File: config.mk
export PLATFORM = sky130hd
export DESIGN_NAME = function_group_sequencer
export DESIGN_NICKNAME = d
export VERILOG_FILES = /design/src/rtl/fgs_pkg.sv /design/src/rtl/fgs_group.sv /design/src/rtl/fgs_out.sv /design/src/rtl/function_group_sequencer.sv
export SDC_FILE = /design/constraint.sdc
export NUM_CORES = 1
export LEC_CHECK = 0
export BUFFER_PORTS_ARGS = -buffer_cell sky130_fd_sc_hd__buf_2
export CORE_UTILIZATION = 63
export CTS_CLUSTER_DIAMETER = 200
export DETAILED_ROUTE_END_ITERATION = 10
export GPL_TIMING_DRIVEN = 0
export PLACE_DENSITY = 0.81
export SETUP_SLACK_MARGIN = 0.5
export SYNTH_ARGS = -nofsm -noshare
export SYNTH_HDL_FRONTEND = slang
export SYNTH_SLANG_ARGS = --single-unit
File: constraint.sdc
create_clock -name clk -period 5.2 [get_ports clk]
set_input_delay 0.26 -clock clk [delete_from_list [all_inputs] [get_ports clk]]
set_output_delay 0.26 -clock clk [all_outputs]
set_load 0.03 [all_outputs]
File: src/rtl/fgs_pkg.sv
// Shared types and constants for the function group sequencer.
// No dependencies; imported by every module of the block.
package fgs_pkg;

  // Fixed field widths
  localparam int MODE_W = 2;
  localparam int GRP_W  = 2;
  localparam int MEM_W  = 3;
  localparam int FLAG_W = 1 << MEM_W;
  localparam int CNT_W  = 4;
  localparam int TICK_W = 16;
  localparam int MASK_W = 4;
  localparam int CFG_W  = 16;

  // Command codes
  localparam logic [MODE_W-1:0] MODE_START  = 2'd0;
  localparam logic [MODE_W-1:0] MODE_STOP   = 2'd1;
  localparam logic [MODE_W-1:0] MODE_NOTIFY = 2'd2;
  localparam logic [MODE_W-1:0] MODE_TICK   = 2'd3;

  // Lifecycle state codes
  localparam logic [1:0] ST_OFF      = 2'd0;
  localparam logic [1:0] ST_STARTING = 2'd1;
  localparam logic [1:0] ST_ON       = 2'd2;
  localparam logic [1:0] ST_STOPPING = 2'd3;

  // Configuration register indexes
  localparam logic REG_MEMBER_COUNTS = 1'b0;
  localparam logic REG_TIMEOUT_TICKS = 1'b1;

  localparam logic [TICK_W-1:0] TIMEOUT_RESET = 16'd1000;
  localparam logic [TICK_W-1:0] TICK_MAX      = 16'hFFFF;

  // Registered command broadcast to every group
  typedef struct packed {
    logic              valid;
    logic [MODE_W-1:0] mode;
    logic [MEM_W-1:0]  member;
    logic              member_active;
  } fgs_cmd_t;

  // Per-group result of one step
  typedef struct packed {
    logic [1:0]       state_nxt;
    logic [CNT_W-1:0] count_nxt;
    logic             changed;
    logic             timed_out;
    logic             member_err;
  } fgs_grp_stat_t;

endpackage

File: src/rtl/fgs_group.sv
// Lifecycle state, member flags, active count and tick counter of one group.
// Depends on fgs_pkg.
module fgs_group import fgs_pkg::*; (
  input  logic                clk,
  input  logic                rst_n,
  input  fgs_cmd_t            cmd,
  input  logic                sel,
  input  logic [CNT_W-1:0]    required,
  input  logic [TICK_W-1:0]   timeout_ticks,
  output fgs_grp_stat_t       stat
);

  logic [1:0]        state_r, state_nxt;
  logic [FLAG_W-1:0] flags_r, flags_nxt;
  logic [CNT_W-1:0]  count_r, count_nxt;
  logic [TICK_W-1:0] elapsed_r, elapsed_nxt;
  logic [TICK_W-1:0] elapsed_inc;
  logic              in_trans;
  logic              timed_out;
  logic              member_err;

  // Saturating tick count and transition flag
  assign elapsed_inc = (elapsed_r == TICK_MAX) ? elapsed_r : elapsed_r + TICK_W'(1);
  assign in_trans    = (state_r == ST_STARTING) || (state_r == ST_STOPPING);

  // Next state for one transaction
  always_comb begin
    state_nxt   = state_r;
    flags_nxt   = flags_r;
    count_nxt   = count_r;
    elapsed_nxt = elapsed_r;
    timed_out   = 1'b0;
    member_err  = 1'b0;
    if (cmd.valid) begin
      unique case (cmd.mode)
        MODE_TICK: begin
          if (in_trans) begin
            elapsed_nxt = elapsed_inc;
            if (elapsed_inc > timeout_ticks) begin
              state_nxt = (state_r == ST_STARTING) ? ST_ON : ST_OFF;
              timed_out = 1'b1;
            end else if (state_r == ST_STARTING) begin
              if (count_r >= required) state_nxt = ST_ON;
            end else if (count_r == '0) begin
              state_nxt = ST_OFF;
            end
          end
        end
        MODE_START: begin
          if (sel && state_r != ST_ON) begin
            state_nxt   = ST_STARTING;
            elapsed_nxt = '0;
          end
        end
        MODE_STOP: begin
          if (sel && state_r != ST_OFF) begin
            state_nxt   = ST_STOPPING;
            elapsed_nxt = '0;
          end
        end
        MODE_NOTIFY: begin
          if (sel) begin
            if (CNT_W'(cmd.member) >= required) begin
              member_err = 1'b1;
            end else if (flags_r[cmd.member] != cmd.member_active) begin
              flags_nxt[cmd.member] = cmd.member_active;
              count_nxt = cmd.member_active ? count_r + CNT_W'(1) : count_r - CNT_W'(1);
            end
          end
        end
      endcase
    end
  end

  // Hold group state
  always_ff @(posedge clk) begin
    if (!rst_n) begin
      state_r   <= ST_OFF;
      flags_r   <= '0;
      count_r   <= '0;
      elapsed_r <= '0;
    end else begin
      state_r   <= state_nxt;
      flags_r   <= flags_nxt;
      count_r   <= count_nxt;
      elapsed_r <= elapsed_nxt;
    end
  end

  assign stat.state_nxt  = state_nxt;
  assign stat.count_nxt  = count_nxt;
  assign stat.changed    = (state_nxt != state_r);
  assign stat.timed_out  = timed_out;
  assign stat.member_err = member_err;

endmodule

File: src/rtl/fgs_out.sv
// Result stage: picks the addressed group, builds the masks, registers the result.
// Depends on fgs_pkg.
module fgs_out import fgs_pkg::*; #(
  parameter int GROUPS = 4
) (
  input  logic                clk,
  input  logic                rst_n,
  input  fgs_cmd_t            cmd,
  input  logic [GRP_W-1:0]    group,
  input  fgs_grp_stat_t       stat [GROUPS],
  output logic                out_valid,
  output logic                out_status,
  output logic [1:0]          out_group_state,
  output logic                out_stable,
  output logic [CNT_W-1:0]    out_active_count,
  output logic [MASK_W-1:0]   out_changed_mask,
  output logic [MASK_W-1:0]   out_timeout_mask
);

  logic              valid_r;
  logic              status_r, status_nxt;
  logic [1:0]        state_r, state_nxt;
  logic [CNT_W-1:0]  count_r, count_nxt;
  logic [MASK_W-1:0] changed_r, changed_nxt;
  logic [MASK_W-1:0] tmask_r, tmask_nxt;
  logic              grp_ok;
  logic              err_sel;

  assign grp_ok = (32'(group) < GROUPS);

  // Select addressed group and gather masks
  always_comb begin
    state_nxt   = ST_OFF;
    count_nxt   = '0;
    err_sel     = 1'b0;
    changed_nxt = '0;
    tmask_nxt   = '0;
    for (int g = 0; g < GROUPS; g++) begin
      if (32'(group) == g) begin
        state_nxt = stat[g].state_nxt;
        count_nxt = stat[g].count_nxt;
        err_sel   = stat[g].member_err;
      end
    end
    for (int g = 0; g < MASK_W; g++) begin
      if (g < GROUPS) begin
        changed_nxt[g] = stat[g].changed;
        tmask_nxt[g]   = stat[g].timed_out;
      end
    end
    if (cmd.mode == MODE_TICK) status_nxt = 1'b0;
    else if (!grp_ok)          status_nxt = 1'b1;
    else                       status_nxt = err_sel;
  end

  // Strobe register
  always_ff @(posedge clk) begin
    if (!rst_n) begin
      valid_r <= 1'b0;
    end else begin
      valid_r <= cmd.valid;
    end
  end

  // Result payload
  always_ff @(posedge clk) begin
    if (cmd.valid) begin
      status_r  <= status_nxt;
      state_r   <= state_nxt;
      count_r   <= count_nxt;
      changed_r <= changed_nxt;
      tmask_r   <= tmask_nxt;
    end
  end

  assign out_valid        = valid_r;
  assign out_status       = status_r;
  assign out_group_state  = state_r;
  assign out_stable       = (state_r == ST_OFF) || (state_r == ST_ON);
  assign out_active_count = count_r;
  assign out_changed_mask = changed_r;
  assign out_timeout_mask = tmask_r;

endmodule

File: src/rtl/function_group_sequencer.sv
// Function group sequencer: lifecycle of GROUPS function groups.
// A command accepted into the input register has its result strobe raised from the
// result register in fgs_out. Throughput: one command per cycle while busy is low;
// the group state update and result register sit in one stage behind the input
// register. The receiver cannot stall.
// Reset (rst_n low, synchronous): all groups OFF, flags, counts and tick counters
// cleared, member_counts 0, timeout_ticks 1000; busy is high during reset and is
// cleared at the first clock edge with rst_n high.
module function_group_sequencer import fgs_pkg::*; #(
  parameter int GROUPS  = 4,
  parameter int MEMBERS = 8
) (
  input  logic              clk,
  input  logic              rst_n,
  input  logic              start,
  output logic              busy,
  input  logic [MODE_W-1:0] in_mode,
  input  logic [GRP_W-1:0]  in_group,
  input  logic [MEM_W-1:0]  in_member,
  input  logic              in_member_active,
  output logic              out_valid,
  output logic              out_status,
  output logic [1:0]        out_group_state,
  output logic              out_stable,
  output logic [CNT_W-1:0]  out_active_count,
  output logic [MASK_W-1:0] out_changed_mask,
  output logic [MASK_W-1:0] out_timeout_mask,
  input  logic              cfg_valid,
  output logic              cfg_ready,
  input  logic              cfg_index,
  input  logic [CFG_W-1:0]  cfg_data
);

  localparam logic [CNT_W-1:0] MEMBERS_MAX = CNT_W'(MEMBERS);

  logic              busy_r;
  fgs_cmd_t          cmd_r;
  logic [GRP_W-1:0]  group_r;
  logic [CFG_W-1:0]  member_counts_r;
  logic [TICK_W-1:0] timeout_r;
  logic [CNT_W-1:0]  required [GROUPS];
  fgs_grp_stat_t     stat [GROUPS];
  logic              accept;

  assign accept    = start && !busy_r;
  assign busy      = busy_r;
  assign cfg_ready = 1'b1;

  // Busy only while coming out of reset
  always_ff @(posedge clk) begin
    if (!rst_n) begin
      busy_r <= 1'b1;
    end else begin
      busy_r <= 1'b0;
    end
  end

  // Input register
  always_ff @(posedge clk) begin
    if (!rst_n) begin
      cmd_r.valid <= 1'b0;
    end else begin
      cmd_r.valid <= accept;
    end
  end

  always_ff @(posedge clk) begin
    if (accept) begin
      cmd_r.mode          <= in_mode;
      cmd_r.member        <= in_member;
      cmd_r.member_active <= in_member_active;
      group_r             <= in_group;
    end
  end

  // Configuration registers
  always_ff @(posedge clk) begin
    if (!rst_n) begin
      member_counts_r <= '0;
      timeout_r       <= TIMEOUT_RESET;
    end else if (cfg_valid && cfg_ready) begin
      unique case (cfg_index)
        REG_MEMBER_COUNTS: member_counts_r <= cfg_data;
        REG_TIMEOUT_TICKS: timeout_r       <= cfg_data;
      endcase
    end
  end

  // Group units with their clamped required counts
  for (genvar g = 0; g < GROUPS; g++) begin : g_grp
    logic sel;
    if (g < MASK_W) begin : g_req
      logic [CNT_W-1:0] nib;
      assign nib         = member_counts_r[CNT_W*g +: CNT_W];
      assign required[g] = (nib > MEMBERS_MAX) ? MEMBERS_MAX : nib;
    end else begin : g_noreq
      assign required[g] = '0;
    end
    assign sel = (32'(group_r) == g);

    fgs_group u_group (
      .clk           (clk),
      .rst_n         (rst_n),
      .cmd           (cmd_r),
      .sel           (sel),
      .required      (required[g]),
      .timeout_ticks (timeout_r),
      .stat          (stat[g])
    );
  end

  fgs_out #(.GROUPS(GROUPS)) u_out (
    .clk              (clk),
    .rst_n            (rst_n),
    .cmd              (cmd_r),
    .group            (group_r),
    .stat             (stat),
    .out_valid        (out_valid),
    .out_status       (out_status),
    .out_group_state  (out_group_state),
    .out_stable       (out_stable),
    .out_active_count (out_active_count),
    .out_changed_mask (out_changed_mask),
    .out_timeout_mask (out_timeout_mask)
  );

endmodule

==> results of run 1 <==
critical path: cells and delay by family, from the launching register on:
family	cells	cell delay (ps)
compound gates	8	2040
xor+xnor	1	180
fa+ha+maj	1	330
buf+inv	1	250
flops	1	430
simple gates	5	1100
metrics by stage:
stage	std cells	area, µm²	power [mW]	hold WS [ps]	utilization
floorplan	1482	11800	1.63	359	-
global placement	1757	12400	1.72	438	0.679
detailed placement	1757	12400	1.73	438	0.679
CTS	1795	13000	2.95	14.0	0.712
global route	1795	13000	3.04	16.8	0.714
finish	1795	13000	2.96	24.0	0.714
power by group through the flow:
stage	combinational, mW	clock [mW]	sequential [mW]
floorplan	0.172	0	1.46
global placement	0.264	0	1.46
detailed placement	0.272	0	1.46
CTS	0.278	1.25	1.43
global route	0.307	1.31	1.43
finish	0.285	1.25	1.43
layout make-up:
| type | instances | area, µm² |
|---|---|---|
| well taps | 229 | 287 |
| flip-flops and latches | 178 | 3790 |
| clock buffers | 20 | 458 |
| plain buffers | 85 | 373 |
| clock inverters | 12 | 93.8 |
| repair buffers | 52 | 290 |
| multi-input cells | 1167 | 7510 |
| fillers | 1470 | 5200 |
| inverters | 52 | 195 |
per-layer routing:
metal | vias up | wire length, µm | GRT usage | part of all wire
met5 | - | 0 | 0 | 0
met4 | 0 | 1820 | 0.193 | 0.054
met3 | 127 | 3070 | 0.0732 | 0.091
met2 | 588 | 15200 | 0.558 | 0.45
met1 | 5296 | 13800 | 0.443 | 0.41
li1 | 5447 | - | - | -
state kept, by name (all words and copies together) (netlist names), 2 cells and up:
| register | flops |
|---|---|
| u_out.out_timeout_mask | 4 |
| cmd_r | 7 |
| timeout_r | 16 |
| member_counts_r | 16 |
| g_grp.u_group.state_r | 8 |
| g_grp.u_group.elapsed_r | 64 |
| u_out.out_changed_mask | 4 |
| u_out.out_active_count | 4 |
| group_r | 2 |
| u_out.out_group_state | 2 |
| g_grp.u_group.count_r | 16 |
| g_grp.u_group.flags_r | 32 |
repair_timing:
action / in CTS / in global routing
hold endpoints to repair: 6 / 0
gates resized for setup: 1 / 8
pin swaps: 0 / 2
hold buffers: 6 / 0
setup endpoints to repair: 2 / 4
setup buffers: 0 / 0
kinds of logic after synthesis:
group	count (synthesis)	share of synthesized area
and+or+nand+nor	610	0.241
AOI/OAI and AO/OA	348	0.187
DFF	178	0.320
buffers and inverters	137	0.0478
adders and majority gates	108	0.117
xor gates and xnor gates	63	0.0466
muxes	37	0.0399
other	1	0.000317
worst paths after layout:
check	start	endpoint	slack, ps
max	g_grp[0].u_group.elapsed_r[3]	u_out.out_group_state[1]	740
min reg2reg	g_grp[0].u_group.flags_r[5]	g_grp[0].u_group.flags_r[5]	460
min	in_member[1]	cmd_r[2]	20
max reg2reg	g_grp[0].u_group.elapsed_r[3]	u_out.out_group_state[1]	740
cells in the final DEF (no fill, tap or decap), drive strengths merged, types with 6 or more instances in the layout:
| cell type | count |
|---|---|
| mux2i | 20 |
| a211oi | 12 |
| dlygate4sd3 | 6 |
| edfxtp | 23 |
| dfxtp | 155 |
| and2 | 17 |
| nand2b | 16 |
| nand3 | 69 |
| ha | 104 |
| buf | 69 |
| clkbuf | 82 |
| nor3 | 47 |
| a21oi | 135 |
| inv | 59 |
| nand2 | 200 |
| a22oi | 30 |
| nor4 | 11 |
| nor2b | 15 |
| mux2 | 12 |
| o21ai | 47 |
| xnor2 | 56 |
| a31oi | 13 |
| and4 | 12 |
| nor2 | 158 |
| o211ai | 17 |
| a21o | 36 |
| or2 | 6 |
| nand4 | 26 |
| xor2 | 7 |
| and3 | 17 |
==> flow_summary_export.csv, run 1 <==
group,metric,value,unit
routing,wirelength,33900,µm
logic_synthesis,netlist_area,11800,µm²
logic_synthesis,synth_seq_cells,178,
power_and_ir_drop,internal_power,2.15,mW
sta,relSlewSlack,0.109,
placed_design,gp_congestion,0.959,
placed_design,hpwl,24700,µm
logic_synthesis,yosys-top-cells-area,"dfxtp_1 26%, ha_1 11%, nand2_1 6.3%",
routing,avgViaCountPerCell,6.38,
routing,drt_iter0_drc,1387,
logic_synthesis,synth.most_common_cell,"nand2_1",
power_and_ir_drop,p_sw,0.812,mW
power_and_ir_drop,clockPowerShare,0.422,
die,die_h,139,µm
clock_network,clk_latency,440,ps
global_routing,grt_pass1_wl,53200,µm
power_and_ir_drop,power_per_cell_area,228,nW/µm²
setup_path,max_stage_delay,430,ps
sta,worst_pin_slew,1330,ps
setup_path,required,5510,ps
logic_synthesis,yosysTopAreaCell,"dfxtp_1",
routing,vias,11500,
clock_network,clk_pin_slew,70,ps
routing,drc,2,
placed_design,dpl_worst_slack,490,ps
min_path,holdPathStages,1,
setup_path,path_class,"reg -> reg",
status,outcome,"finished with violations",
sta,setup_viol,0,
sta,hold_viol,0,
layout,layout-drive-gt1-share,0.0888,
clock_network,cts_tree,"yes",
min_path,hp-class,"in -> reg",
logic_synthesis,synth_common_cells,"200 x nand2_1, 155 x dfxtp_1, 155 x nor2_1",
die,initial_utilization,0.650,
power_and_ir_drop,p_comb_frac,0.096,
die,rows,49,
layout,nets,1690,
die,die_area,19300,µm²
sta,slew_violations,0,
setup_path,cp_max_fo,10,
die,core_area,18200,µm²
power_and_ir_drop,seqPwrFrac,0.482,
logic_synthesis,seq_area_frac_synth,0.320,
global_routing,antenna_found_initial,0,
layout,syn_to_final_growth,9.85,%
sta,rsz0062_at_grt,"false",
routing,first_pass_iters,10,
logic_synthesis,synth_cells,1482,
sta,finalCritPeriodShare,0.859,
setup_path,critPathCaptureType,"flip-flop",
job,max-cap-violations,0,
logic_synthesis,yosys_warnings,0,
setup_path,reg2regPathDepth,16,
logic_synthesis,synth_flop_cell,"dfxtp_1",
global_routing,grt.total_usage,0.350,
setup_path,cp_slowest_cell,"dfxtp_1",
power_and_ir_drop,ir_drop,0.000215,V
sta,fin_crit,4460,ps
clock_network,cts_sinks,178,
sta,fin_ws,736,ps
placed_design,port_buffers,46,
global_routing,grt_max_degree,22,
layout,antennaDiodeCount,0,
die,dieWidth,139,µm
sta,fin_skew,10.6,ps
clock_network,cts_max_path_buffers,2,
routing,post_drt_wl_per_cell,18.9,µm
die,ios,48,
sta,setup_tns,0,ps
setup_path,path_cells,"nand4_1 -> nor4_4 -> nand4_1 -> clkbuf_2 -> and3_1 -> nand3_1 -> xnor2_1 -> ha_1 -> a21oi_1 -> o21ai_0 -> a221o_1 -> o31a_1 -> o31a_1 -> o311ai_1 -> a21boi_0 -> o211a_1",
logic_synthesis,synth_nets,1619,
logic_synthesis,synthDominantCellAreaShare,0.262,
global_routing,grt_pass1_vias,10400,
setup_path,cp.arrival,4770,ps
clock_network,root_buffer,"clkbuf_16",
sta,fmax,224,MHz
setup_path,critPathLaunchType,"flip-flop",
clock_network,htreeDepth,4,
logic_synthesis,async_flop_share,0,
clock_network,numCtsBuffers,17,
logic_synthesis,synth_cell_types,78,
routing,drtAntennaViolNets,0,
power_and_ir_drop,swShare,0.274,
status,violations,"DRC",
global_routing,overflow,0,
logic_synthesis,synth_edf_count,23,
logic_synthesis,synth.avg_cell_area,7.99,µm²
power_and_ir_drop,power_leakage,5.08,nW
Note: power is estimated with default switching activity, not from simulation.
==> run 2: changes to the inputs <==
Settings changed: GPL_TIMING_DRIVEN 0 to 1.
==> flow_summary_export.csv, run 2 (synthesis results as in run 1) <==
group,metric,value,unit
global_routing,grt_pass1_wl,50800,µm
setup_path,cp_max_fo,13,
power_and_ir_drop,power_per_cell_area,239,nW/µm²
die,dieWidth,139,µm
sta,slew_violations,0,
global_routing,grt_max_degree,87,
setup_path,path_cells,"ha_1 -> and3_1 -> and4_1 -> nand2_1 -> and4_1 -> nand3_1 -> xnor2_1 -> ha_1 -> a21oi_1 -> nand2b_1 -> o21ai_0 -> nand3_1 -> and2_1 -> a211oi_1 -> nor2_1 -> o211a_1",
clock_network,htreeDepth,4,
routing,met2_length,14200,µm
power_and_ir_drop,seqPwrFrac,0.472,
sta,rsz0062_at_grt,"false",
status,violations,"DRC",
setup_path,path_class,"reg -> reg",
die,die_area,19300,µm²
routing,first_pass_iters,8,
sta,fmax,229,MHz
power_and_ir_drop,power_leakage,4.98,nW
routing,wl_met1,13700,µm
setup_path,path_buf_inv,0,
die,rows,49,
status,outcome,"finished with violations",
power_and_ir_drop,clockPowerShare,0.446,
setup_path,critPathCaptureType,"flip-flop",
power_and_ir_drop,swShare,0.270,
setup_path,critPathLaunchType,"flip-flop",
clock_network,root_buffer,"clkbuf_16",
clock_network,cts_max_path_buffers,2,
global_routing,grt_pass1_vias,10100,
routing,wirelength,30700,µm
job,max-cap-violations,0,
power_and_ir_drop,p_sw,0.822,mW
power_and_ir_drop,p_comb_frac,0.082,
clock_network,cts_sinks,178,
clock_network,clk_latency,440,ps
clock_network,cts_tree,"yes",
sta,setup_tns,0,ps
sta,hold_viol,0,
layout,nets,1619,
die,die_h,139,µm
setup_path,cp.arrival,4560,ps
layout,reg_top3,"g_grp.u_group.elapsed_r: 64 flops, g_grp.u_group.flags_r: 32 flops",
setup_path,cp_slowest_cell,"and4_1",
sta,hold_slack,67.8,ps
sta,fin_crit,4370,ps
placed_design,gp_congestion,0.935,
sta,worst_pin_slew,1050,ps
routing,drc,2,
sta,setup_viol,0,
layout,regMostFlops,"g_grp.u_group.elapsed_r",
setup_path,required,5390,ps
layout,largest_reg_flops,64,
power_and_ir_drop,power.total,3.05,mW
layout,antennaDiodeCount,0,
layout,layout-drive-gt1-share,0.0863,
routing,met3_length,1830,µm
layout,final_common_cell,"nand2_1",
global_routing,grt.total_usage,0.327,
power_and_ir_drop,internal_power,2.23,mW
setup_path,max_stage_delay,410,ps
sta,finalCritPeriodShare,0.840,
clock_network,numCtsBuffers,17,
routing,top_layer_used,"met4",
routing,avgViaCountPerCell,6.27,
die,initial_utilization,0.650,
power_and_ir_drop,ir_drop,0.000231,V
global_routing,overflow,0,
min_path,hp-class,"in -> reg",
routing,drtAntennaViolNets,0,
sta,relSlewSlack,0.297,
placed_design,hpwl,21700,µm
routing,vias,10800,
die,core_area,18200,µm²
sta,fin_skew,12.6,ps
layout,final_cell_mix,"200 x nand2_1, 155 x nor2_1, 155 x dfxtp_1",
layout,syn_to_final_growth,7.87,%
routing,drt_iter0_drc,1070,
routing,post_drt_wl_per_cell,17.8,µm
die,ios,48,
setup_path,path_delay_family,"simple AND/OR/NAND/NOR gates",
placed_design,port_buffers,46,
global_routing,antenna_found_initial,0,
clock_network,post_cts_resized,0,
clock_network,clk_pin_slew,80,ps
clock_network,cts_setup_buffers,0,
-- run 2: cell types whose count changed in the layout (fill, tap and decap cells not counted), sizes merged --
| cell | previous run | this run |
|---|---|---|
| buf | 69 | 58 |
| clkbuf | 82 | 17 |
| inv | 59 | 61 |
| dlygate4sd3 | 6 | 8 |
| clkinvlp | 1 | 0 |
| bufinv | 0 | 2 |
-- run 2: stage by stage --
stage	cell area (µm²)	utilization	std cells	worst slack, ps
after floorplan	11800	-	1482	1380
after global placement	12100	0.663	1684	1110
after detailed placement	12100	0.663	1684	953
after CTS	12800	0.701	1724	941
after global routing	12800	0.701	1724	514
final	12800	0.701	1724	833
-- run 2: final timing paths --
kind	from	end	slack, ps	depth (start not counted)
min reg2reg	g_grp[3].u_group.flags_r[7]	g_grp[3].u_group.flags_r[7]	460	2
max	g_grp[3].u_group.elapsed_r[0]	u_out.out_group_state[1]	830	16
min	cfg_data[4]	member_counts_r[4]	70	3
max reg2reg	g_grp[3].u_group.elapsed_r[0]	u_out.out_group_state[1]	830	16
-- run 2: what timing repair did --
action | CTS | global route
setup endpoints to repair | 0 | 0
hold endpoints to repair | 8 | 0
hold buffers | 8 | 0
-- run 2: layer usage --
metal	up-vias	GRT usage
met4	0	0.131
li1	5296	-
met5	-	0
met3	69	0.0539
met1	5039	0.429
met2	412	0.537
-- run 2: power groups by stage --
| stage | Clock (mW) | Sequential (mW) | Combinational [mW] |
|---|---|---|---|
| floorplan | 0 | 1.46 | 0.172 |
| global placement | 0 | 1.47 | 0.233 |
| detailed placement | 0 | 1.47 | 0.239 |
| CTS | 1.37 | 1.44 | 0.246 |
| global route | 1.43 | 1.44 | 0.275 |
| finish | 1.36 | 1.44 | 0.249 |
-- run 2: area by class of cell --
cell class | count | area [µm²]
clock buffers | 17 | 425
clock inverters | 15 | 188
fillers | 1471 | 5440
inverters | 52 | 198
multi-input cells | 1167 | 7480
flip-flops and latches | 178 | 3790
well taps | 229 | 287
repair buffers | 66 | 400
-- run 2: tightest hold or removal path, stage by stage --
cell and delay [ps]:
buf_2 100, nand2_1 50, a21oi_1 50
